[config.mk]
export PLATFORM = sky130hd
export DESIGN_NAME = canopen_sdo_expedited_client
export DESIGN_NICKNAME = d
export VERILOG_FILES = /design/src/rtl/cosdo_pkg.sv /design/src/rtl/cosdo_core.sv /design/src/rtl/canopen_sdo_expedited_client.sv
export VERILOG_INCLUDE_DIRS = /design/src /design/src/rtl
export SDC_FILE = /design/constraint.sdc
export NUM_CORES = 1
export LEC_CHECK = 0
export BUFFER_PORTS_ARGS = -buffer_cell sky130_fd_sc_hd__buf_4
export CAP_MARGIN = 20
export CORE_ASPECT_RATIO = 0.5
export CORE_MARGIN = 1.5
export CORE_UTILIZATION = 61
export CTS_BUF_LIST = sky130_fd_sc_hd__clkbuf_8
export DETAILED_ROUTE_END_ITERATION = 16
export GPL_TIMING_DRIVEN = 0
export PLACE_DENSITY = 0.86
export SYNTH_ARGS = -nofsm -noshare
export SYNTH_HDL_FRONTEND = slang
export SYNTH_SLANG_ARGS = --single-unit
[constraint.sdc]
create_clock -name clk -period 42.6 [get_ports clk]
set_clock_uncertainty 0.2 [all_clocks]
set_input_delay 8.52 -clock clk [delete_from_list [all_inputs] [get_ports clk]]
set_output_delay 8.52 -clock clk [all_outputs]
set_load 0.02 [all_outputs]
[src/rtl/canopen_sdo_expedited_client_assert.svh]
// Assertion helpers shared by the SDO client modules.
// Each check is sampled on the rising clock edge and is disabled while reset is high.
`ifndef CANOPEN_SDO_EXPEDITED_CLIENT_ASSERT_SVH
`define CANOPEN_SDO_EXPEDITED_CLIENT_ASSERT_SVH

// Consequent must hold in the same cycle as the antecedent.
`define COSDO_ASSERT_SAME(lbl, ante, cons, msg) \
  lbl: assert property (@(posedge clk) disable iff (rst) (ante) |-> (cons)) else $error(msg);

// Consequent must hold in the cycle after the antecedent.
`define COSDO_ASSERT_NEXT(lbl, ante, cons, msg) \
  lbl: assert property (@(posedge clk) disable iff (rst) (ante) |=> (cons)) else $error(msg);

`endif

[src/rtl/cosdo_pkg.sv]
package cosdo_pkg;

  // Width of the tick counter. The counter saturates at its all-ones value.
  localparam int TIMER_BITS = 20;

  localparam int NODE_W    = 7;
  localparam int TIMEOUT_W = 20;
  localparam int CMP_W     = (TIMER_BITS > TIMEOUT_W) ? TIMER_BITS : TIMEOUT_W;

  // Configuration register indexes.
  localparam int CFG_INDEX_W = 1;
  localparam logic [CFG_INDEX_W-1:0] CFG_NODE_ID = 1'd0;
  localparam logic [CFG_INDEX_W-1:0] CFG_TIMEOUT = 1'd1;
  localparam int CFG_DATA_W = 20;

  localparam logic [NODE_W-1:0]    NODE_ID_RESET = 7'd1;
  localparam logic [TIMEOUT_W-1:0] TIMEOUT_RESET = 20'd100000;

  // Input item kinds.
  localparam logic [1:0] OP_WRITE = 2'd0;
  localparam logic [1:0] OP_READ  = 2'd1;
  localparam logic [1:0] OP_FRAME = 2'd2;
  localparam logic [1:0] OP_TICK  = 2'd3;

  // Result kinds.
  localparam logic KIND_FRAME = 1'b0;
  localparam logic KIND_DONE  = 1'b1;

  // Completion status codes.
  localparam logic [2:0] ST_OK      = 3'd0;
  localparam logic [2:0] ST_BADLEN  = 3'd1;
  localparam logic [2:0] ST_TIMEOUT = 3'd2;
  localparam logic [2:0] ST_ABORT   = 3'd3;
  localparam logic [2:0] ST_BUSY    = 3'd4;

  // SDO command specifiers.
  localparam logic [7:0] CMD_DL_1B   = 8'h2F;
  localparam logic [7:0] CMD_DL_2B   = 8'h2B;
  localparam logic [7:0] CMD_DL_4B   = 8'h23;
  localparam logic [7:0] CMD_UPLOAD  = 8'h40;
  localparam logic [7:0] CMD_DL_ACK  = 8'h60;
  localparam logic [7:0] CMD_ABORT   = 8'h80;
  localparam logic [7:0] CMD_UP_1B   = 8'h4F;
  localparam logic [7:0] CMD_UP_2B   = 8'h4B;
  localparam logic [7:0] CMD_UP_4B   = 8'h43;

  // Base COB-IDs for client-to-server and server-to-client SDO frames.
  localparam logic [10:0] COB_TX_BASE = 11'h600;
  localparam logic [10:0] COB_RX_BASE = 11'h580;

  localparam int IN_TDATA_W  = 136;
  localparam int OUT_TDATA_W = 144;

  // One input item, unpacked from the stream.
  typedef struct packed {
    logic [1:0]  opcode;
    logic [15:0] object_index;
    logic [7:0]  object_subindex;
    logic [31:0] write_value;
    logic [2:0]  write_length;
    logic [10:0] rx_identifier;
    logic [63:0] rx_payload;
  } item_t;

  // One result item, as handed from the core to the output stage.
  typedef struct packed {
    logic        result_kind;
    logic [10:0] tx_identifier;
    logic [63:0] tx_payload;
    logic [2:0]  status;
    logic [31:0] read_value;
    logic [31:0] abort_code;
  } result_t;

endpackage

[src/rtl/cosdo_core.sv]
module cosdo_core
  import cosdo_pkg::*;
(
  input  logic                   clk,
  input  logic                   rst,
  input  logic                   accept,
  input  item_t                  item,
  input  logic                   cfg_write,
  input  logic [CFG_INDEX_W-1:0] cfg_addr,
  input  logic [CFG_DATA_W-1:0]  cfg_wdata,
  output logic                   res_valid,
  output result_t                res
);

  logic [NODE_W-1:0]     node_id;
  logic [TIMEOUT_W-1:0]  timeout_ticks;
  logic                  pending;
  logic                  pending_is_read;
  logic [15:0]           pending_index;
  logic [7:0]            pending_subindex;
  logic [TIMER_BITS-1:0] elapsed;

  logic                  pending_next;
  logic                  pending_is_read_next;
  logic [15:0]           pending_index_next;
  logic [7:0]            pending_subindex_next;
  logic [TIMER_BITS-1:0] elapsed_next;

  logic [7:0]            cmd;
  logic [31:0]           data;
  logic                  len_ok;
  logic [7:0]            rx_cmd;
  logic [15:0]           rx_index;
  logic [7:0]            rx_subindex;
  logic [31:0]           rx_high;
  logic                  rx_match;
  logic                  rx_from_node;
  logic [TIMER_BITS-1:0] elapsed_inc;
  logic                  timer_full;

  localparam logic [TIMER_BITS-1:0] TIMER_MAX = '1;

  // Download command and data for the requested length.
  always_comb begin
    len_ok = 1'b1;
    cmd    = CMD_UPLOAD;
    data   = '0;
    if (item.opcode == OP_WRITE) begin
      unique case (item.write_length)
        3'd1: begin
          cmd  = CMD_DL_1B;
          data = {24'd0, item.write_value[7:0]};
        end
        3'd2: begin
          cmd  = CMD_DL_2B;
          data = {16'd0, item.write_value[15:0]};
        end
        3'd4: begin
          cmd  = CMD_DL_4B;
          data = item.write_value;
        end
        default: begin
          len_ok = 1'b0;
        end
      endcase
    end
  end

  // Reply decode.
  assign rx_cmd       = item.rx_payload[7:0];
  assign rx_index     = item.rx_payload[23:8];
  assign rx_subindex  = item.rx_payload[31:24];
  assign rx_high      = item.rx_payload[63:32];
  assign rx_match     = (rx_index == pending_index) && (rx_subindex == pending_subindex);
  assign rx_from_node = item.rx_identifier == (COB_RX_BASE + {4'd0, node_id});

  // Saturating tick count.
  assign elapsed_inc = (elapsed != TIMER_MAX) ? elapsed + TIMER_BITS'(1) : elapsed;
  assign timer_full  = elapsed_inc == TIMER_MAX;

  // Per-item decision: next transfer state and the result, if any.
  always_comb begin
    pending_next          = pending;
    pending_is_read_next  = pending_is_read;
    pending_index_next    = pending_index;
    pending_subindex_next = pending_subindex;
    elapsed_next          = elapsed;
    res_valid             = 1'b0;
    res                   = '0;
    res.result_kind       = KIND_DONE;

    unique case (item.opcode)
      OP_WRITE, OP_READ: begin
        res_valid = 1'b1;
        if (pending) begin
          res.status = ST_BUSY;
        end else if (!len_ok) begin
          res.status = ST_BADLEN;
        end else begin
          res.result_kind       = KIND_FRAME;
          res.tx_identifier     = COB_TX_BASE + {4'd0, node_id};
          res.tx_payload        = {data, item.object_subindex, item.object_index, cmd};
          pending_next          = 1'b1;
          pending_is_read_next  = item.opcode == OP_READ;
          pending_index_next    = item.object_index;
          pending_subindex_next = item.object_subindex;
          elapsed_next          = '0;
        end
      end
      OP_FRAME: begin
        if (pending && rx_from_node) begin
          if (pending_is_read) begin
            if ((rx_cmd == CMD_UP_1B || rx_cmd == CMD_UP_2B || rx_cmd == CMD_UP_4B)
                && rx_match) begin
              res_valid      = 1'b1;
              res.status     = ST_OK;
              res.read_value = rx_high;
              pending_next   = 1'b0;
            end
          end else if (rx_cmd == CMD_DL_ACK && rx_match) begin
            res_valid    = 1'b1;
            res.status   = ST_OK;
            pending_next = 1'b0;
          end else if (rx_cmd == CMD_ABORT) begin
            res_valid      = 1'b1;
            res.status     = ST_ABORT;
            res.abort_code = rx_high;
            pending_next   = 1'b0;
          end
        end
      end
      OP_TICK: begin
        if (pending) begin
          elapsed_next = elapsed_inc;
          if (CMP_W'(elapsed_inc) >= CMP_W'(timeout_ticks) || timer_full) begin
            res_valid    = 1'b1;
            res.status   = ST_TIMEOUT;
            pending_next = 1'b0;
          end
        end
      end
    endcase
  end

  // Transfer state.
  always_ff @(posedge clk) begin
    if (rst) begin
      pending          <= 1'b0;
      pending_is_read  <= 1'b0;
      pending_index    <= '0;
      pending_subindex <= '0;
      elapsed          <= '0;
    end else if (accept) begin
      pending          <= pending_next;
      pending_is_read  <= pending_is_read_next;
      pending_index    <= pending_index_next;
      pending_subindex <= pending_subindex_next;
      elapsed          <= elapsed_next;
    end
  end

  // Configuration registers.
  always_ff @(posedge clk) begin
    if (rst) begin
      node_id       <= NODE_ID_RESET;
      timeout_ticks <= TIMEOUT_RESET;
    end else if (cfg_write) begin
      if (cfg_addr == CFG_NODE_ID) begin
        node_id <= cfg_wdata[NODE_W-1:0];
      end else if (cfg_addr == CFG_TIMEOUT) begin
        timeout_ticks <= cfg_wdata[TIMEOUT_W-1:0];
      end
    end
  end

`include "canopen_sdo_expedited_client_assert.svh"

  // A request that finds a transfer in flight is answered busy.
  `COSDO_ASSERT_SAME(a_busy_reply, accept && pending && (item.opcode == OP_WRITE || item.opcode == OP_READ), res_valid && res.result_kind == KIND_DONE && res.status == ST_BUSY, "request while pending not answered busy")
  // A transfer only ends together with a finished result.
  `COSDO_ASSERT_NEXT(a_pending_holds, accept && pending && !(res_valid && res.result_kind == KIND_DONE), pending, "pending transfer dropped without a result")
  // A transmitted frame always opens a transfer.
  `COSDO_ASSERT_NEXT(a_frame_opens, accept && res_valid && res.result_kind == KIND_FRAME, pending && elapsed == '0, "request frame sent without opening a transfer")

endmodule

[src/rtl/canopen_sdo_expedited_client.sv]
// Channel  Dir  Handshake                 Content
// s_*      in   s_tvalid / s_tready       tuser opcode; tdata request and received frame fields
// m_*      out  m_tvalid / m_tready       tuser result kind; tdata frame and completion fields
// cfg_*    in   cfg_valid / cfg_ready     register index and write data
//
// Each item is decided in the cycle it is accepted; its result is registered and shows on
// the m_* side, so one item per clock is sustained while s_tready is high.
// A skid register holds one result while m_tready is low; s_tready drops only when it is full.
// Configuration writes are taken in every cycle (cfg_ready is always high).
// Synchronous reset clears the pending transfer and restores node 1 and a 100000-tick timeout.
module canopen_sdo_expedited_client
  import cosdo_pkg::*;
(
  input  logic                   clk,
  input  logic                   rst,
  input  logic                   s_tvalid,
  output logic                   s_tready,
  // opcode
  input  logic [1:0]             s_tuser,
  // object_index, object_subindex, write_value, write_length, rx_identifier,
  // rx_payload, zero pad
  input  logic [IN_TDATA_W-1:0]  s_tdata,
  output logic                   m_tvalid,
  input  logic                   m_tready,
  // result_kind
  output logic                   m_tuser,
  // tx_identifier, tx_payload, status, read_value, abort_code, zero pad
  output logic [OUT_TDATA_W-1:0] m_tdata,
  input  logic                   cfg_valid,
  output logic                   cfg_ready,
  input  logic [CFG_INDEX_W-1:0] cfg_index,
  input  logic [CFG_DATA_W-1:0]  cfg_data
);

  item_t   item;
  logic    accept;
  logic    res_valid;
  result_t res;
  logic    out_valid;
  result_t out_res;
  logic    skid_valid;
  result_t skid_res;
  logic    out_free;

  // Unpack the input item.
  assign item.opcode          = s_tuser;
  assign item.object_index    = s_tdata[15:0];
  assign item.object_subindex = s_tdata[23:16];
  assign item.write_value     = s_tdata[55:24];
  assign item.write_length    = s_tdata[58:56];
  assign item.rx_identifier   = s_tdata[69:59];
  assign item.rx_payload      = s_tdata[133:70];

  assign s_tready  = !skid_valid;
  assign accept    = s_tvalid && s_tready;
  assign cfg_ready = 1'b1;

  cosdo_core u_core (
    .clk       (clk),
    .rst       (rst),
    .accept    (accept),
    .item      (item),
    .cfg_write (cfg_valid && cfg_ready),
    .cfg_addr  (cfg_index),
    .cfg_wdata (cfg_data),
    .res_valid (res_valid),
    .res       (res)
  );

  // Output register with one skid entry behind it.
  assign out_free = !out_valid || m_tready;

  always_ff @(posedge clk) begin
    if (rst) begin
      out_valid  <= 1'b0;
      skid_valid <= 1'b0;
    end else begin
      priority if (skid_valid) begin
        if (m_tready) begin
          out_valid  <= 1'b1;
          skid_valid <= 1'b0;
        end
      end else if (accept && res_valid) begin
        if (out_free) begin
          out_valid <= 1'b1;
        end else begin
          skid_valid <= 1'b1;
        end
      end else if (m_tready) begin
        out_valid <= 1'b0;
      end
    end
  end

  always_ff @(posedge clk) begin
    if (skid_valid) begin
      if (m_tready) begin
        out_res <= skid_res;
      end
    end else if (accept && res_valid) begin
      if (out_free) begin
        out_res <= res;
      end else begin
        skid_res <= res;
      end
    end
  end

  // Pack the result item.
  assign m_tvalid = out_valid;
  assign m_tuser  = out_res.result_kind;
  assign m_tdata  = {2'b00, out_res.abort_code, out_res.read_value, out_res.status,
                     out_res.tx_payload, out_res.tx_identifier};

`include "canopen_sdo_expedited_client_assert.svh"

  // The skid entry is only used behind a full output register.
  `COSDO_ASSERT_SAME(a_skid_behind_out, skid_valid, out_valid, "skid entry filled with empty output")
  // A result that meets a stalled output lands in the skid entry.
  `COSDO_ASSERT_NEXT(a_stall_to_skid, accept && res_valid && out_valid && !m_tready, skid_valid, "result lost on stalled output")
  // A draining skid entry always refills the output register.
  `COSDO_ASSERT_NEXT(a_skid_drain, skid_valid && m_tready, out_valid && !skid_valid, "skid entry not moved to output")

endmodule
# Yosys cells after proc, flatten, opt, wreduce, memory -nomap -nowiden
# Index checks and enable logic that the tools add are counted.
[word_totals]
out_inout_bits = 148
wordCells = 140
in_bits = 164
ff_bits = 361
[classes]
n_reduce_logical = 27
bitwise = 4
magnitude_cmp = 1
eq_ne = 24
n_addsub = 3
mux = 60
[ops]
columns = ["op", "count"]
rows = [
  ["$mux W143", 4],
  ["$mux W76", 3],
  ["$mux W32", 6],
  ["$pmux W32 S3", 1],
  ["$mux W20", 4],
  ["$mux W67", 1],
  ["$mux W64", 1],
  ["$pmux W20 S2", 1],
  ["$eq A8 B7 Y1 const B", 4],
  ["$mux W1", 28],
  ["$pmux W7 S3", 1],
  ["$add A20 B1 Y20 const B", 1],
  ["$eq A20 B20 Y1 const B", 1],
  ["$ge A20 B20 Y1", 1],
  ["$ne A20 B20 Y1 const B", 1],
  ["$eq A16 B16 Y1", 1],
  ["$mux W3", 4],
  ["$add A10 B8 Y11 const A", 1],
  ["$add A11 B7 Y11 const A", 1],
  ["$eq A11 B11 Y1", 1],
  ["$pmux W3 S3", 1],
  ["$reduce_and A3 Y1", 3],
  ["$eq A8 B8 Y1", 1],
  ["$eq A8 B8 Y1 const B", 1],
  ["other kinds (23)", 47],
]

# Logic depth before layout (Yosys ltp)
# Gate-level depths: netlist (run 1).
[depth]
ltp_word = 11
depth_mapped = 17
depth_no_buf = 16

# Hierarchy
# A second synthesis (run 1) with hierarchy kept.
[unflattened]
cells_unflattened = 1189
area_unflattened_um2 = 15833.9
[by_module_without_submodules]
columns = ["module", "cells_each", "instances", "seq_area_each_um2", "area_per_inst_um2"]
rows = [
  ["canopen_sdo_expedited_client", 465, 1, 8628.3, 10487.6],
  ["cosdo_core", 724, 1, 1461.4, 5346.4],
]

# Least setup slack after synthesis (run 1)
# No wires, ideal clock.
[synth_path]
kind = "input-to-reg"
startpoint = "input s_tdata[83]"
endpoint = "register out_res, in the netlist m_tdata[0] (enable)"
n_path_buf = 0
setup_ns = 0.819
arrival_time_ns = 19.262
slack_ns = 22.320
path_stages = 8
t_required_ns = 41.581
path_cell_list = "xnor2_1 > nand4_1 > nor3_1 > nand4_1 > nor3_1 > o21ai_0 > o211a_4 > o21ai_0"
[synth_between]
elab_chain_cells = 10
elab_cells_between_ends = 12
cone_classes = "1 x eq/ne; 5 x mux; 6 x reduce/logical"
[synth_rtl]
columns = ["item", "line_no", "rtl"]
rows = [
  ["start, declared", "canopen_sdo_expedited_client.sv:22", "input logic [IN_TDATA_W-1:0] s_tdata,"],
  ["$eq A16 B16 Y1 *", "cosdo_core.sv:74", "assign rx_match = (rx_index == pending_index) && (rx_subindex == pending_subindex);"],
  ["$logic_and A1 B1 Y1 *", "cosdo_core.sv:74", ""],
  ["$logic_and A1 B1 Y1 (on tied branches)", "cosdo_core.sv:120, cosdo_core.sv:114", ""],
  ["$mux W1 (on tied branches)", "cosdo_core.sv:120, cosdo_core.sv:113", ""],
  ["$mux W1 *", "cosdo_core.sv:112", "if (pending_is_read) begin"],
  ["$mux W1 *", "cosdo_core.sv:111", "if (pending && rx_from_node) begin"],
  ["$pmux W1 S3 *", "cosdo_core.sv:92", "unique case (item.opcode)"],
  ["$logic_and A1 B1 Y1 *", "canopen_sdo_expedited_client.sv:100", "end else if (accept && res_valid) begin"],
  ["$reduce_bool A2 Y1 (no line) *", "--", ""],
  ["$reduce_and A3 Y1 (no line) *", "--", ""],
  ["end signal, assigned", "canopen_sdo_expedited_client.sv:98", "out_res <= skid_res;"],
  ["end signal, assigned", "canopen_sdo_expedited_client.sv:102", "out_res <= res;"],
  ["end, declared", "canopen_sdo_expedited_client.sv:40", "result_t out_res;"],
]
# Every way passes the cells marked *; elsewhere a longest branch is shown, timed or not.
# A chain may end at the register's enable or synchronous reset.

# Final worst setup path (run 1)
[layout_path]
startpoint = "input s_tdata[98]"
endpoint = "register skid_res[100] in the netlist's numbering (enable)"
[layout_between]
elab_chain_cells = 9
elab_cells_between_ends = 11
cone_classes = "1 x eq/ne; 5 x mux; 5 x reduce/logical"
[layout_rtl]
columns = ["item", "line_no", "rtl"]
rows = [
  ["$eq A8 B8 Y1 *", "cosdo_core.sv:74", ""],
  ["$logic_and A1 B1 Y1 *", "cosdo_core.sv:74", ""],
  ["$logic_and A1 B1 Y1 (on tied branches)", "cosdo_core.sv:120, cosdo_core.sv:114", ""],
  ["$mux W1 (on tied branches)", "cosdo_core.sv:120, cosdo_core.sv:113", ""],
  ["$mux W1 *", "cosdo_core.sv:112", ""],
  ["$mux W1 *", "cosdo_core.sv:111", ""],
  ["$pmux W1 S3 *", "cosdo_core.sv:92", ""],
  ["$logic_and A1 B1 Y1 *", "canopen_sdo_expedited_client.sv:100", ""],
  ["$reduce_and A3 Y1 (no line) *", "--", ""],
  ["end signal, assigned", "canopen_sdo_expedited_client.sv:104", "skid_res <= res;"],
  ["end, declared", "canopen_sdo_expedited_client.sv:42", "result_t skid_res;"],
]
# Marked as above.

==> load_flow_metrics.sql, run 1 <==
INSERT INTO impl_metrics (metric_group, metric, value, unit) VALUES
('status', 'status', 'completed', ''),
('synthesis', 'synth.lib_cells_used.distinct', '70', ''),
('critical_path', 'cp.required', '42.68', 'ns'),
('detailed_routing', 'detail_route.drc_violations', '0', ''),
('die', 'die_area', '26100', 'sq um'),
('critical_path', 'rr_endpoint', 'skid_res[100]', ''),
('placed_design', 'dp.cells', '1847', ''),
('critical_path', 'critPathMostFrequentCell', 'buf_6', ''),
('clock_tree', 'clock_latency', '0.58', 'ns'),
('critical_path', 'worstSetupEndpointType', 'register', ''),
('synthesis', 'syn_inst', '1188', ''),
('global_routing', 'grt_usage', '30.7', '%'),
('die', 'num_rows', '40', ''),
('worst_hold_path', 'hold_class', 'register to register', ''),
('critical_path', 'setup.worst_path.start', 's_tdata[98]', ''),
('global_routing', 'busiest_layer_in_global_routing', 'met2', ''),
('die', 'floorplan.initialDensity', '63.0', '%'),
('critical_path', 'critPathBufInv', '6', ''),
('global_routing', 'grt_remaining_overflow', '0', ''),
('placed_design', 'routabilityCongestion', '0.919', ''),
('critical_path', 'critical_path.endpoint', 'skid_res[100]', ''),
('pwr', 'worst_ir_drop_on_vdd', '22.2', 'uV'),
('placed_design', 'detailedPlacementHpwl', '29.1', 'mm'),
('detailed_routing', 'first_iter_violations', '927', ''),
('synthesis', 'syn_avg_cell_area', '12.9', 'sq um'),
('synthesis', 'ys_async_sr_fraction', '0', '%'),
('detailed_routing', 'avgRoutedWirePerCell', '20.7', 'um'),
('synthesis', 'synth.largest_area_cell', 'edfxtp_1', ''),
('die', 'die_h', '115', 'um'),
('global_routing', 'global_route_track_usage_on_met3', '5.52', '%'),
('clock_tree', 'cts_resized', '0', ''),
('global_routing', 'grt_first_pass_wirelength', '60.6', 'mm'),
('synthesis', 'mappedNetlistArea', '15300', 'sq um'),
('die', 'floorplan.die.width', '227', 'um'),
('clock_tree', 'numCtsBuffers', '46', ''),
('finish', 'fillers', '1459', ''),
('synthesis', 'synth-edff-count', '272', ''),
('detailed_routing', 'dr.pass1.iters', '5', ''),
('global_routing', 'grt_max_degree', '32', ''),
('clock_tree', 'postCtsSetupBuffers', '0', ''),
('global_routing', 'grt_use_met1', '38.2', '%'),
('critical_path', 'worst-setup-path-type', 'input pin to register', ''),
('clock_tree', 'clock_sink_count', '347', ''),
('clock_tree', 'h_tree_levels', '2', ''),
('die', 'io_pins', '312', ''),
('critical_path', 'worst_ep_arrival_time', '12.56', 'ns'),
('critical_path', 'crit_path_top_delay_cell', 'nor3_1', ''),
('clock_tree', 'cts.hold.buffers_added', '0', ''),
('synthesis', 'total_of_flip_flops_plus_latches_after_synthesis', '347', ''),
('critical_path', 'cpLargestDelayFamily', 'simple AND/OR/NAND/NOR gates', ''),
('critical_path', 'timing.critical_path.depth', '14', ''),
('critical_path', 'reg2reg_depth', '22', ''),
('critical_path', 'crit_path_cell_trace', 'buf_4, xnor2_1, nand2_1, nor3_1, nand4_1, nor3_1, o21ai_0, o211a_4, nor4b_4, buf_6, buf_6, buf_8, buf_6, buf_6', ''),
('global_routing', 'number_of_global_route_vias_before_repair', '11000', ''),
('sta', 'finalHoldViolations', '0', ''),
('critical_path', 'path_max_fanout', '15', ''),
('critical_path', 'critPathMaxStageDelay', '0.88', 'ns'),
('pwr', 'power', '695', 'uW'),
('placed_design', 'io_port_bufs', '302', ''),
('sta', 'timing.final.setup_violations', '0', ''),
('clock_tree', 'root_buffer_cell', 'clkbuf_8', ''),
('detailed_routing', 'residual_antenna_violating_net_count_after_detailed_routing', '0', ''),
('finish', 'drive_gt1_share', '35.1', '%'),
('sta', 'final_min_period_over_clock_period', '29.3', '%'),
('critical_path', 'reg2reg_setup_slack', '36.41', 'ns'),
('synthesis', 'synth.yosys.seq_area_share', '63.1', '%'),
('synthesis', 'postSynth.topFlopCell', 'edfxtp_1', ''),
('finish', 'finish.cell_count_without_fillers', '1937', ''),
('clock_tree', 'clkSlewWorstSetupHoldPaths', '0.07', 'ns'),
('sta', 'slew_headroom', '29.1', '%'),
('die', 'total_core_area', '24300', 'sq um');
## worst min path at each step
stage,cells past startpoint,from,end
finish,2,u_core.timeout_ticks[13],u_core.timeout_ticks[13]
floorplan,2,u_core.timeout_ticks[11],u_core.timeout_ticks[11]
detailed placement,2,u_core.timeout_ticks[13],u_core.timeout_ticks[13]
global placement,2,u_core.timeout_ticks[11],u_core.timeout_ticks[11]
CTS,2,u_core.timeout_ticks[13],u_core.timeout_ticks[13]
global route,2,u_core.timeout_ticks[13],u_core.timeout_ticks[13]
## sequential cells by signal, indices dropped and copies added, names as in the netlist
signal                   flops
skid_res                   136
m_tdata                    135
u_core.elapsed              20
u_core.timeout_ticks        20
u_core.pending_index        16
u_core.pending_subindex      8
u_core.node_id               7
m_tuser                      1
m_tvalid                     1
skid_valid                   1
u_core.pending               1
u_core.pending_is_read       1
## per-layer routing
| metal | wire length, um | part of all wire, % |
|---|---|---|
| met5 | 0 | 0 |
| met4 | 2040 | 5.1 |
| met3 | 2270 | 5.7 |
| met2 | 19900 | 50 |
| met1 | 15900 | 40 |
## tightest hold or removal path: stages, from the launching register on
cell and delay (ns):
dfxtp_1 0.31, nand2_1 0.05, a21oi_1 0.05
## where the power goes
group          switching, mW  leakage, nW  internal, mW  total [mW]
clock network          0.128        0.509         0.128       0.256
registers            0.00438         3.24         0.373       0.377
logic                 0.0334         4.11        0.0281      0.0616
## layout make-up
class / instances / area, sq um / area share [%]
Sequential cell: 347 / 9670 / 50.3
Multi-Input combinational cell: 747 / 5230 / 27.2
Timing Repair Buffer: 318 / 2510 / 13.1
Clock buffer: 53 / 729 / 3.79
Tap cell: 336 / 420 / 2.19
Buffer: 72 / 355 / 1.85
Clock inverter: 32 / 201 / 1.05
Inverter: 27 / 101 / 0.527
Antenna cell: 5 / 12.5 / 0.0650
## cells in the final DEF, fill, tap and decap left out, drive strengths merged, types with 33 or more instances in the layout
cell type,instances
a21oi,67
buf,339
and3,37
clkbuf,104
inv,33
and2,99
nor2,40
edfxtp,272
dfxtp,75
nand2,134
mux2,136
## cells by family after synthesis
logic type                 after synthesis  synth area share (%)
AOI/OAI and AO/OA                      118                  4.59
xor gates and xnor gates                46                  2.63
adders and majority gates               21                  1.71
buffers and inverters                   99                  2.98
DFF                                    347                  63.1
muxes                                  143                  10.5
other                                    2                0.0490
and+or+nand+nor                        412                  14.5
## metrics by stage
step                worst slack (ns)  utilization, %  cell area [sq um]  hold WS [ns]
floorplan                      22.32               -              15300         0.236
global placement               16.56            74.2              18000         0.245
detailed placement             29.59            75.2              18300         0.247
CTS                            30.18            79.0              19200         0.256
global route                   29.89            79.1              19200         0.277
finish                         30.12            79.1              19200         0.258
Note: power is estimated with default switching activity, not from simulation.
==> inputs of run 2 (changes only) <==
--- a/config.mk
+++ b/config.mk
@@ -6,15 +6,16 @@
 export SDC_FILE = /design/constraint.sdc
 export NUM_CORES = 1
 export LEC_CHECK = 0
+export ABC_AREA = 1
 export BUFFER_PORTS_ARGS = -buffer_cell sky130_fd_sc_hd__buf_4
 export CAP_MARGIN = 20
 export CORE_ASPECT_RATIO = 0.5
 export CORE_MARGIN = 1.5
-export CORE_UTILIZATION = 61
+export CORE_UTILIZATION = 57
 export CTS_BUF_LIST = sky130_fd_sc_hd__clkbuf_8
 export DETAILED_ROUTE_END_ITERATION = 16
 export GPL_TIMING_DRIVEN = 0
-export PLACE_DENSITY = 0.86
+export PLACE_DENSITY = 0.81
 export SYNTH_ARGS = -nofsm -noshare
 export SYNTH_HDL_FRONTEND = slang
 export SYNTH_SLANG_ARGS = --single-unit
==> constraint.sdc (replaced) <==
create_clock -name clk -period 11.87 [get_ports clk]
set_clock_uncertainty 0.2 [all_clocks]
set_input_delay 2.374 -clock clk [delete_from_list [all_inputs] [get_ports clk]]
set_output_delay 2.374 -clock clk [all_outputs]
set_load 0.02 [all_outputs]
==> load_flow_metrics.sql, run 2 <==
INSERT INTO impl_metrics (metric_group, metric, value, unit) VALUES
('detailed_routing', 'avgRoutedWirePerCell', '16.7', 'um'),
('synthesis', 'ys_async_sr_fraction', '0', '%'),
('pwr', 'worst_ir_drop_on_vdd', '83.4', 'uV'),
('critical_path', 'r2r-start', 'u_core.elapsed[0]', ''),
('critical_path', 'reg2reg_depth', '22', ''),
('sta', 'timing.final.max_slew_violations', '0', ''),
('critical_path', 'worstSetupStartpointType', 'register', ''),
('clock_tree', 'clkSlewWorstSetupHoldPaths', '0.07', 'ns'),
('synthesis', 'syn_avg_cell_area', '9.55', 'sq um'),
('global_routing', 'antenna_found_initial', '3', ''),
('finish', 'final_core_util', '72.3', '%'),
('critical_path', 'path_max_fanout', '10', ''),
('global_routing', 'number_of_global_route_vias_before_repair', '11800', ''),
('clock_tree', 'cts-root-to-sink-buffers', '3', ''),
('global_routing', 'grt_usage', '27.8', '%'),
('synthesis', 'syn_inst', '1627', ''),
('critical_path', 'setup.worst_path.start', 'skid_valid', ''),
('sta', 'slew_headroom', '41.9', '%'),
('die', 'floorplan.die.width', '237', 'um'),
('finish', 'nets', '2169', ''),
('clock_tree', 'cts_resized', '0', ''),
('finish', 'largest_register_by_flop_count', 'skid_res', ''),
('sta', 'final_min_period_over_clock_period', '41.5', '%'),
('synthesis', 'synth.largest_area_cell', 'edfxtp_1', ''),
('die', 'total_core_area', '26600', 'sq um'),
('clock_tree', 'clock_sink_count', '347', ''),
('synthesis', 'total_of_flip_flops_plus_latches_after_synthesis', '347', ''),
('job', 'drv.max_cap_violation_count', '0', ''),
('synthesis', 'yosysWarnings', '0', ''),
('finish', 'largest_register_ff_count', '136', ''),
('global_routing', 'grt_first_pass_wirelength', '61.2', 'mm'),
('sta', 'timing.final.setup_violations', '0', ''),
('clock_tree', 'postCtsSetupBuffers', '0', ''),
('pwr', 'cellLeakagePower', '8.03', 'nW'),
('synthesis', 'synth_top_area_share', '52.6', '%'),
('synthesis', 'mappedNetlistArea', '15500', 'sq um'),
('critical_path', 'rr_endpoint', 'm_tdata[101]', ''),
('finish', 'layout.cells.most_common_list', '465 x nand2_1, 311 x buf_4, 279 x nor2_1', ''),
('sta', 'finalHoldViolations', '0', ''),
('status', 'status', 'completed', ''),
('synthesis', 'synth_common_cells', '465 x nand2_1, 279 x nor2_1, 272 x edfxtp_1', ''),
('detailed_routing', 'first_iter_violations', '1072', ''),
('synthesis', 'synth.yosys.seq_area_share', '62.2', '%'),
('sta', 'fmax', '0.203', 'GHz'),
('detailed_routing', 'residual_antenna_violating_net_count_after_detailed_routing', '0', ''),
('sta', 'grt_setup_unrepaired', 'false', ''),
('clock_tree', 'root_buffer_cell', 'clkbuf_8', ''),
('die', 'die_h', '120', 'um'),
('placed_design', 'detailedPlacementHpwl', '28.3', 'mm'),
('sta', 'finalWorstPathRequiredPeriod', '4.93', 'ns'),
('synthesis', 'postSynth.topFlopCell', 'edfxtp_1', ''),
('global_routing', 'grt_remaining_overflow', '0', ''),
('clock_tree', 'tritoncts', 'yes', ''),
('die', 'die_area', '28300', 'sq um'),
('detailed_routing', 'dr.pass1.iters', '7', ''),
('detailed_routing', 'detail_route.drc_violations', '0', ''),
('critical_path', 'critical_path.endpoint', 's_tready', ''),
('finish', 'area_growth_syn_to_layout', '23.7', '%'),
('die', 'num_rows', '42', ''),
('clock_tree', 'h_tree_levels', '2', ''),
('sta', 'worst-slew-pin-transition', '0.872', 'ns'),
('critical_path', 'reg2reg_setup_slack', '7.10', 'ns'),
('finish', 'drive_gt1_share', '22.7', '%'),
('finish', 'fillers', '1950', ''),
('clock_tree', 'clock_latency', '0.60', 'ns'),
('critical_path', 'cp.required', '9.30', 'ns'),
('placed_design', 'routabilityCongestion', '0.888', ''),
('detailed_routing', 'dr_total_vias', '12300', ''),
('synthesis', 'post-synth-top-count-cell', 'nand2_1', ''),
('worst_hold_path', 'hold_class', 'register to register', ''),
('synthesis', 'synth.top_cells.by_area', 'edfxtp_1 53%, nand2_1 11%, dfxtp_1 9.7%, nor2_1 6.7%, inv_1 3.8%', ''),
('die', 'floorplan.initialDensity', '58.4', '%'),
('pwr', 'p_per_area', '127', 'nW/um^2'),
('die', 'io_pins', '312', ''),
('worst_hold_path', 'hold-path-cell-count', '2', ''),
('critical_path', 'worstSetupEndpointType', 'output port', ''),
('sta', 'totalNegativeSetupSlack', '0', 'ns'),
('global_routing', 'grt_max_degree', '101', ''),
('detailed_routing', 'vias_per_cell', '5.16', ''),
('placed_design', 'io_port_bufs', '301', ''),
('clock_tree', 'numCtsBuffers', '47', ''),
('critical_path', 'worst_ep_arrival_time', '2.35', 'ns'),
('detailed_routing', 'wirelength', '39.6', 'mm'),
('finish', 'leading_cell_type_in_the_layout_fill_and_taps_excluded', 'nand2_1', ''),
('synthesis', 'synth.lib_cells_used.distinct', '39', ''),
('clock_tree', 'cts.hold.buffers_added', '0', ''),
('critical_path', 'worst-setup-path-type', 'register to output port', ''),
('synthesis', 'synth-edff-count', '272', '');
==> run 2: changes by cell type after synthesis, moves of 12 or more <==
cell / before / now
a21oi_1: 66 / 79
and2_1: 99 / 1
and3_1: 37 / 1
inv_1: 27 / 158
mux2_2: 135 / 32
nand2_1: 134 / 465
nor2_1: 40 / 279
nor3_1: 15 / 2
o21ai_0: 14 / 44
xnor2_1: 31 / 19
==> run 2: layout make-up <==
cell class	count	area (sq um)	area share, %
timing repair buffer	303	2310	12.0
sequential	347	9670	50.3
tap	352	440	2.29
clock inverter	34	170	0.886
inverter	162	618	3.22
multi-input combinational	1049	4950	25.8
buffer	74	330	1.72
clock buffer	52	716	3.72
antenna	3	7.51	0.0391
==> run 2: metal layers <==
| metal | track usage, % | part of all wire, % |
|---|---|---|
| met4 | 12.9 | 4.4 |
| met1 | 35.3 | 41 |
| met3 | 4.69 | 5.5 |
| met5 | 0 | 0 |
| met2 | 47.2 | 49 |
==> run 2: how the worst min path moves through the flow <==
stage                                          end                startpoint  slack, ns
after global placement     u_core.timeout_ticks[4]   u_core.timeout_ticks[4]       0.25
after CTS                  u_core.timeout_ticks[4]   u_core.timeout_ticks[4]       0.27
after floorplan           u_core.timeout_ticks[11]  u_core.timeout_ticks[11]       0.24
after detailed placement   u_core.timeout_ticks[4]   u_core.timeout_ticks[4]       0.26
final                      u_core.timeout_ticks[8]   u_core.timeout_ticks[8]       0.26
after global routing       u_core.timeout_ticks[8]   u_core.timeout_ticks[8]       0.29
==> run 2: kinds of logic (layout without fill, tap and decap cells) <==
kind of cell             after synthesis  in the layout  synth area share (%)
flip-flops                           347            347                  62.2
buffers and inverters                236            625                  6.04
AO/OA/AOI/OAI                        139            139                  4.71
adder cells (fa/ha/maj)               21             21                  1.69
AND/OR/NAND/NOR                      822            822                  21.4
multiplexers                          32             32                  2.32
XOR/XNOR                              28             28                  1.58
other                                  2             10                0.0483
==> run 2: worst max-delay path: stages, from the launching register on <==
cell,delay [ns]
dfxtp_1,0.31
clkbuf_1,0.27
clkinv_1,0.34
buf_2,0.32
buf_1,0.27
buf_4,0.23
==> run 2: power breakdown <==
part	internal (mW)	total, mW	switching, mW
clock	0.409	0.878	0.469
combinational	0.0898	0.217	0.127
sequential	1.34	1.35	0.0132
total	1.84	2.45	0.609
==> run 2: per-stage QoR <==
stage	hold slack (ns)	power (mW)	setup slack, ns	std cells	instance area (sq um)
after floorplan	0.235	1.49	5.14	1632	15600
after global placement	0.247	1.59	3.35	2285	18300
after detailed placement	0.256	1.60	6.36	2287	18300
after CTS	0.265	2.46	6.91	2373	19200
after global routing	0.286	2.53	6.72	2376	19200
final	0.262	2.45	6.94	2376	19200
==> inputs of run 3 (changes only) <==
--- a/config.mk
+++ b/config.mk
@@ -6,16 +6,16 @@
 export SDC_FILE = /design/constraint.sdc
 export NUM_CORES = 1
 export LEC_CHECK = 0
-export ABC_AREA = 1
+export ABC_AREA = 0
 export BUFFER_PORTS_ARGS = -buffer_cell sky130_fd_sc_hd__buf_4
 export CAP_MARGIN = 20
 export CORE_ASPECT_RATIO = 0.5
 export CORE_MARGIN = 1.5
-export CORE_UTILIZATION = 57
+export CORE_UTILIZATION = 52
 export CTS_BUF_LIST = sky130_fd_sc_hd__clkbuf_8
 export DETAILED_ROUTE_END_ITERATION = 16
 export GPL_TIMING_DRIVEN = 0
-export PLACE_DENSITY = 0.81
+export PLACE_DENSITY = 0.78
 export SYNTH_ARGS = -nofsm -noshare
 export SYNTH_HDL_FRONTEND = slang
 export SYNTH_SLANG_ARGS = --single-unit
==> constraint.sdc (replaced) <==
create_clock -name clk -period 4.1 [get_ports clk]
set_clock_uncertainty 0.2 [all_clocks]
set_input_delay 0.82 -clock clk [delete_from_list [all_inputs] [get_ports clk]]
set_output_delay 0.82 -clock clk [all_outputs]
set_load 0.02 [all_outputs]
==> load_flow_metrics.sql, run 3 (synthesis results as in run 1) <==
INSERT INTO impl_metrics (metric_group, metric, value, unit) VALUES
('status', 'status', 'finished, violations left', ''),
('status', 'failing_checks', 'negative setup slack', ''),
('finish', 'layout.cells.most_common_list', '355 x buf_4, 272 x edfxtp_1, 135 x mux2_2', ''),
('placed_design', 'io_port_bufs', '302', ''),
('job', 'drv.max_cap_violation_count', '0', ''),
('sta', 'final_min_period_over_clock_period', '110', '%'),
('clock_tree', 'clock_sink_count', '347', ''),
('pwr', 'cellLeakagePower', '8.60', 'nW'),
('finish', 'leading_cell_type_in_the_layout_fill_and_taps_excluded', 'buf_4', ''),
('placed_design', 'placed_area', '18400', 'sq um'),
('placed_design', 'dp.cells', '1902', ''),
('global_routing', 'grt_max_degree', '15', ''),
('die', 'die_h', '124', 'um'),
('sta', 'totalNegativeSetupSlack', '-83.87', 'ns'),
('sta', 'finalWorstPathRequiredPeriod', '4.51', 'ns'),
('finish', 'largest_register_by_flop_count', 'skid_res', ''),
('finish', 'largest_register_ff_count', '136', ''),
('pwr', 'p_int', '5.45', 'mW'),
('pwr', 'p_switching', '1.80', 'mW'),
('finish', 'nets', '1837', ''),
('die', 'total_core_area', '29000', 'sq um'),
('pwr', 'combPwrFrac', '10.6', '%'),
('die', 'num_rows', '44', ''),
('worst_hold_path', 'hold_class', 'input pin to register', ''),
('detailed_routing', 'avgRoutedWirePerCell', '20.8', 'um'),
('critical_path', 'worstSetupStartpointType', 'register', ''),
('critical_path', 'critPathMostFrequentCell', 'buf_12', ''),
('die', 'floorplan.initialDensity', '52.8', '%'),
('sta', 'timing.final.setup_violations', '272', ''),
('finish', 'finish.cell_count_without_fillers', '2088', ''),
('clock_tree', 'clkSlewWorstSetupHoldPaths', '0.08', 'ns'),
('global_routing', 'grt_first_pass_wirelength', '66.4', 'mm'),
('critical_path', 'critPathMaxStageDelay', '0.58', 'ns'),
('detailed_routing', 'detail_route.drc_violations', '0', ''),
('sta', 'worst-slew-pin-transition', '1.06', 'ns'),
('sta', 'grt_setup_unrepaired', 'true', ''),
('critical_path', 'crit_path_top_delay_cell', 'or4_4', ''),
('detailed_routing', 'dr.pass1.iters', '5', ''),
('clock_tree', 'tritoncts', 'yes', ''),
('pwr', 'worst_ir_drop_on_vdd', '230', 'uV'),
('global_routing', 'global_route_track_usage_on_met3', '5.02', '%'),
('die', 'die_area', '30600', 'sq um'),
('pwr', 'p_per_area', '348', 'nW/um^2'),
('detailed_routing', 'vias_per_cell', '5.39', ''),
('global_routing', 'grt_use_met1', '34.8', '%'),
('global_routing', 'gr-usage-met2', '48.3', '%'),
('sta', 'fin_ws', '-0.415', 'ns'),
('pwr', 'power_share_of_the_sequential_group', '54.1', '%'),
('global_routing', 'grt_usage', '28.4', '%'),
('global_routing', 'busiest_layer_in_global_routing', 'met2', ''),
('die', 'io_pins', '312', ''),
('critical_path', 'path_max_fanout', '8', ''),
('die', 'floorplan.die.width', '246', 'um'),
('clock_tree', 'root_buffer_cell', 'clkbuf_8', ''),
('critical_path', 'crit_path_cell_trace', 'buf_8, nand4_4, or4_4, or2_4, nand2_4, nor2_4, xor2_2, ha_1, nand3_2, o221ai_2, a21oi_1, o211ai_1, a31o_2, a21oi_4, o211a_4, nor4b_4, buf_4, buf_12, buf_12, buf_12, buf_16', ''),
('critical_path', 'worstSetupEndpointType', 'register', ''),
('critical_path', 'critPathBufInv', '6', ''),
('sta', 'slew_headroom', '28.6', '%'),
('placed_design', 'routabilityCongestion', '0.915', ''),
('clock_tree', 'cts.hold.buffers_added', '0', ''),
('detailed_routing', 'first_iter_violations', '750', ''),
('global_routing', 'number_of_global_route_vias_before_repair', '11700', ''),
('clock_tree', 'cts-root-to-sink-buffers', '3', ''),
('critical_path', 'worst_ep_arrival_time', '4.62', 'ns'),
('critical_path', 'cp.required', '4.21', 'ns'),
('global_routing', 'grt_remaining_overflow', '0', ''),
('pwr', 'pwr-share-clk', '35.2', '%'),
('finish', 'area_growth_syn_to_layout', '35.7', '%'),
('critical_path', 'timing.critical_path.depth', '21', ''),
('clock_tree', 'h_tree_levels', '2', ''),
('critical_path', 'reg2reg_depth', '21', ''),
('sta', 'timing.final.max_slew_violations', '0', ''),
('finish', 'fin_area', '20800', 'sq um'),
('critical_path', 'worst-setup-path-type', 'register to register', ''),
('placed_design', 'detailedPlacementHpwl', '28.3', 'mm'),
('worst_hold_path', 'hold-path-cell-count', '2', ''),
('detailed_routing', 'wirelength', '43.5', 'mm'),
('finish', 'drive_gt1_share', '39.1', '%'),
('detailed_routing', 'dr_total_vias', '11300', ''),
('pwr', 'switching_share', '24.8', '%'),
('clock_tree', 'clock_latency', '0.59', 'ns'),
('sta', 'finalHoldViolations', '0', ''),
('global_routing', 'antenna_found_initial', '8', ''),
('critical_path', 'cpLargestDelayFamily', 'simple AND/OR/NAND/NOR gates', ''),
('sta', 'fin_hold_ws', '0.239', 'ns'),
('clock_tree', 'numCtsBuffers', '49', ''),
('detailed_routing', 'residual_antenna_violating_net_count_after_detailed_routing', '0', ''),
('sta', 'fmax', '0.221', 'GHz');
==> run 3: changes by cell type in the layout (fill, tap and decap cells not counted), moves of 33 or more <==
cell     previous run  this run
and3_1              1        36
buf_4             311       355
nor2_1            279        38
and2_1              1        99
o21ai_0            44        11
nand2_1           465       133
inv_1             164        44
mux2_2             32       135
==> run 3: repair_timing <==
action,in CTS,in global routing
gates resized for setup,79,31
pin swaps,16,12
cloned,21,1
buffers inserted,55,23
endpoints found under the setup margin,273,274
==> run 3: routing by layer <==
| layer | vias to the layer above | share of wire (%) |
|---|---|---|
| met2 | 362 | 51 |
| met4 | 0 | 4.4 |
| met3 | 102 | 4.4 |
| met1 | 5558 | 40 |
| met5 | - | 0 |
| li1 | 5234 | - |
==> run 3: final cells by class <==
cell class | count | area (sq um)
multi-input combinational | 747 | 5350
inverter | 27 | 101
clock inverter | 36 | 155
tap | 391 | 489
antenna | 8 | 20.0
fill | 1913 | 8210
timing repair buffer | 409 | 3950
sequential | 347 | 9680
buffer | 71 | 352
clock buffer | 52 | 716
==> run 3: path summary, 6_finish.rpt <==
kind	startpoint	end	slack, ns
max	u_core.elapsed[8]	skid_res[13]	-0.41
min reg2reg	u_core.timeout_ticks[19]	u_core.timeout_ticks[19]	0.26
min	cfg_data[0]	u_core.node_id[0]	0.24
max reg2reg	u_core.elapsed[8]	skid_res[13]	-0.41
==> run 3: power by group through the flow <==
stage               combinational [mW]  clock, mW  sequential (mW)
floorplan                        0.223          0             4.08
global placement                 0.594          0             4.01
detailed placement               0.628          0             4.00
CTS                              0.760       2.57             3.92
global route                     0.819       2.73             3.93
finish                           0.771       2.55             3.92
==> run 3: stage by stage <==
stage                     power [mW]  utilization (%)  worst slack [ns]
final                           7.25             71.7            -0.415
after global routing            7.48             71.7            -0.594
after CTS                       7.25             71.1            -0.495
after detailed placement        4.62             63.4             -1.20
after global placement          4.61             62.5             -6.45
after floorplan                 4.30                -             -3.98
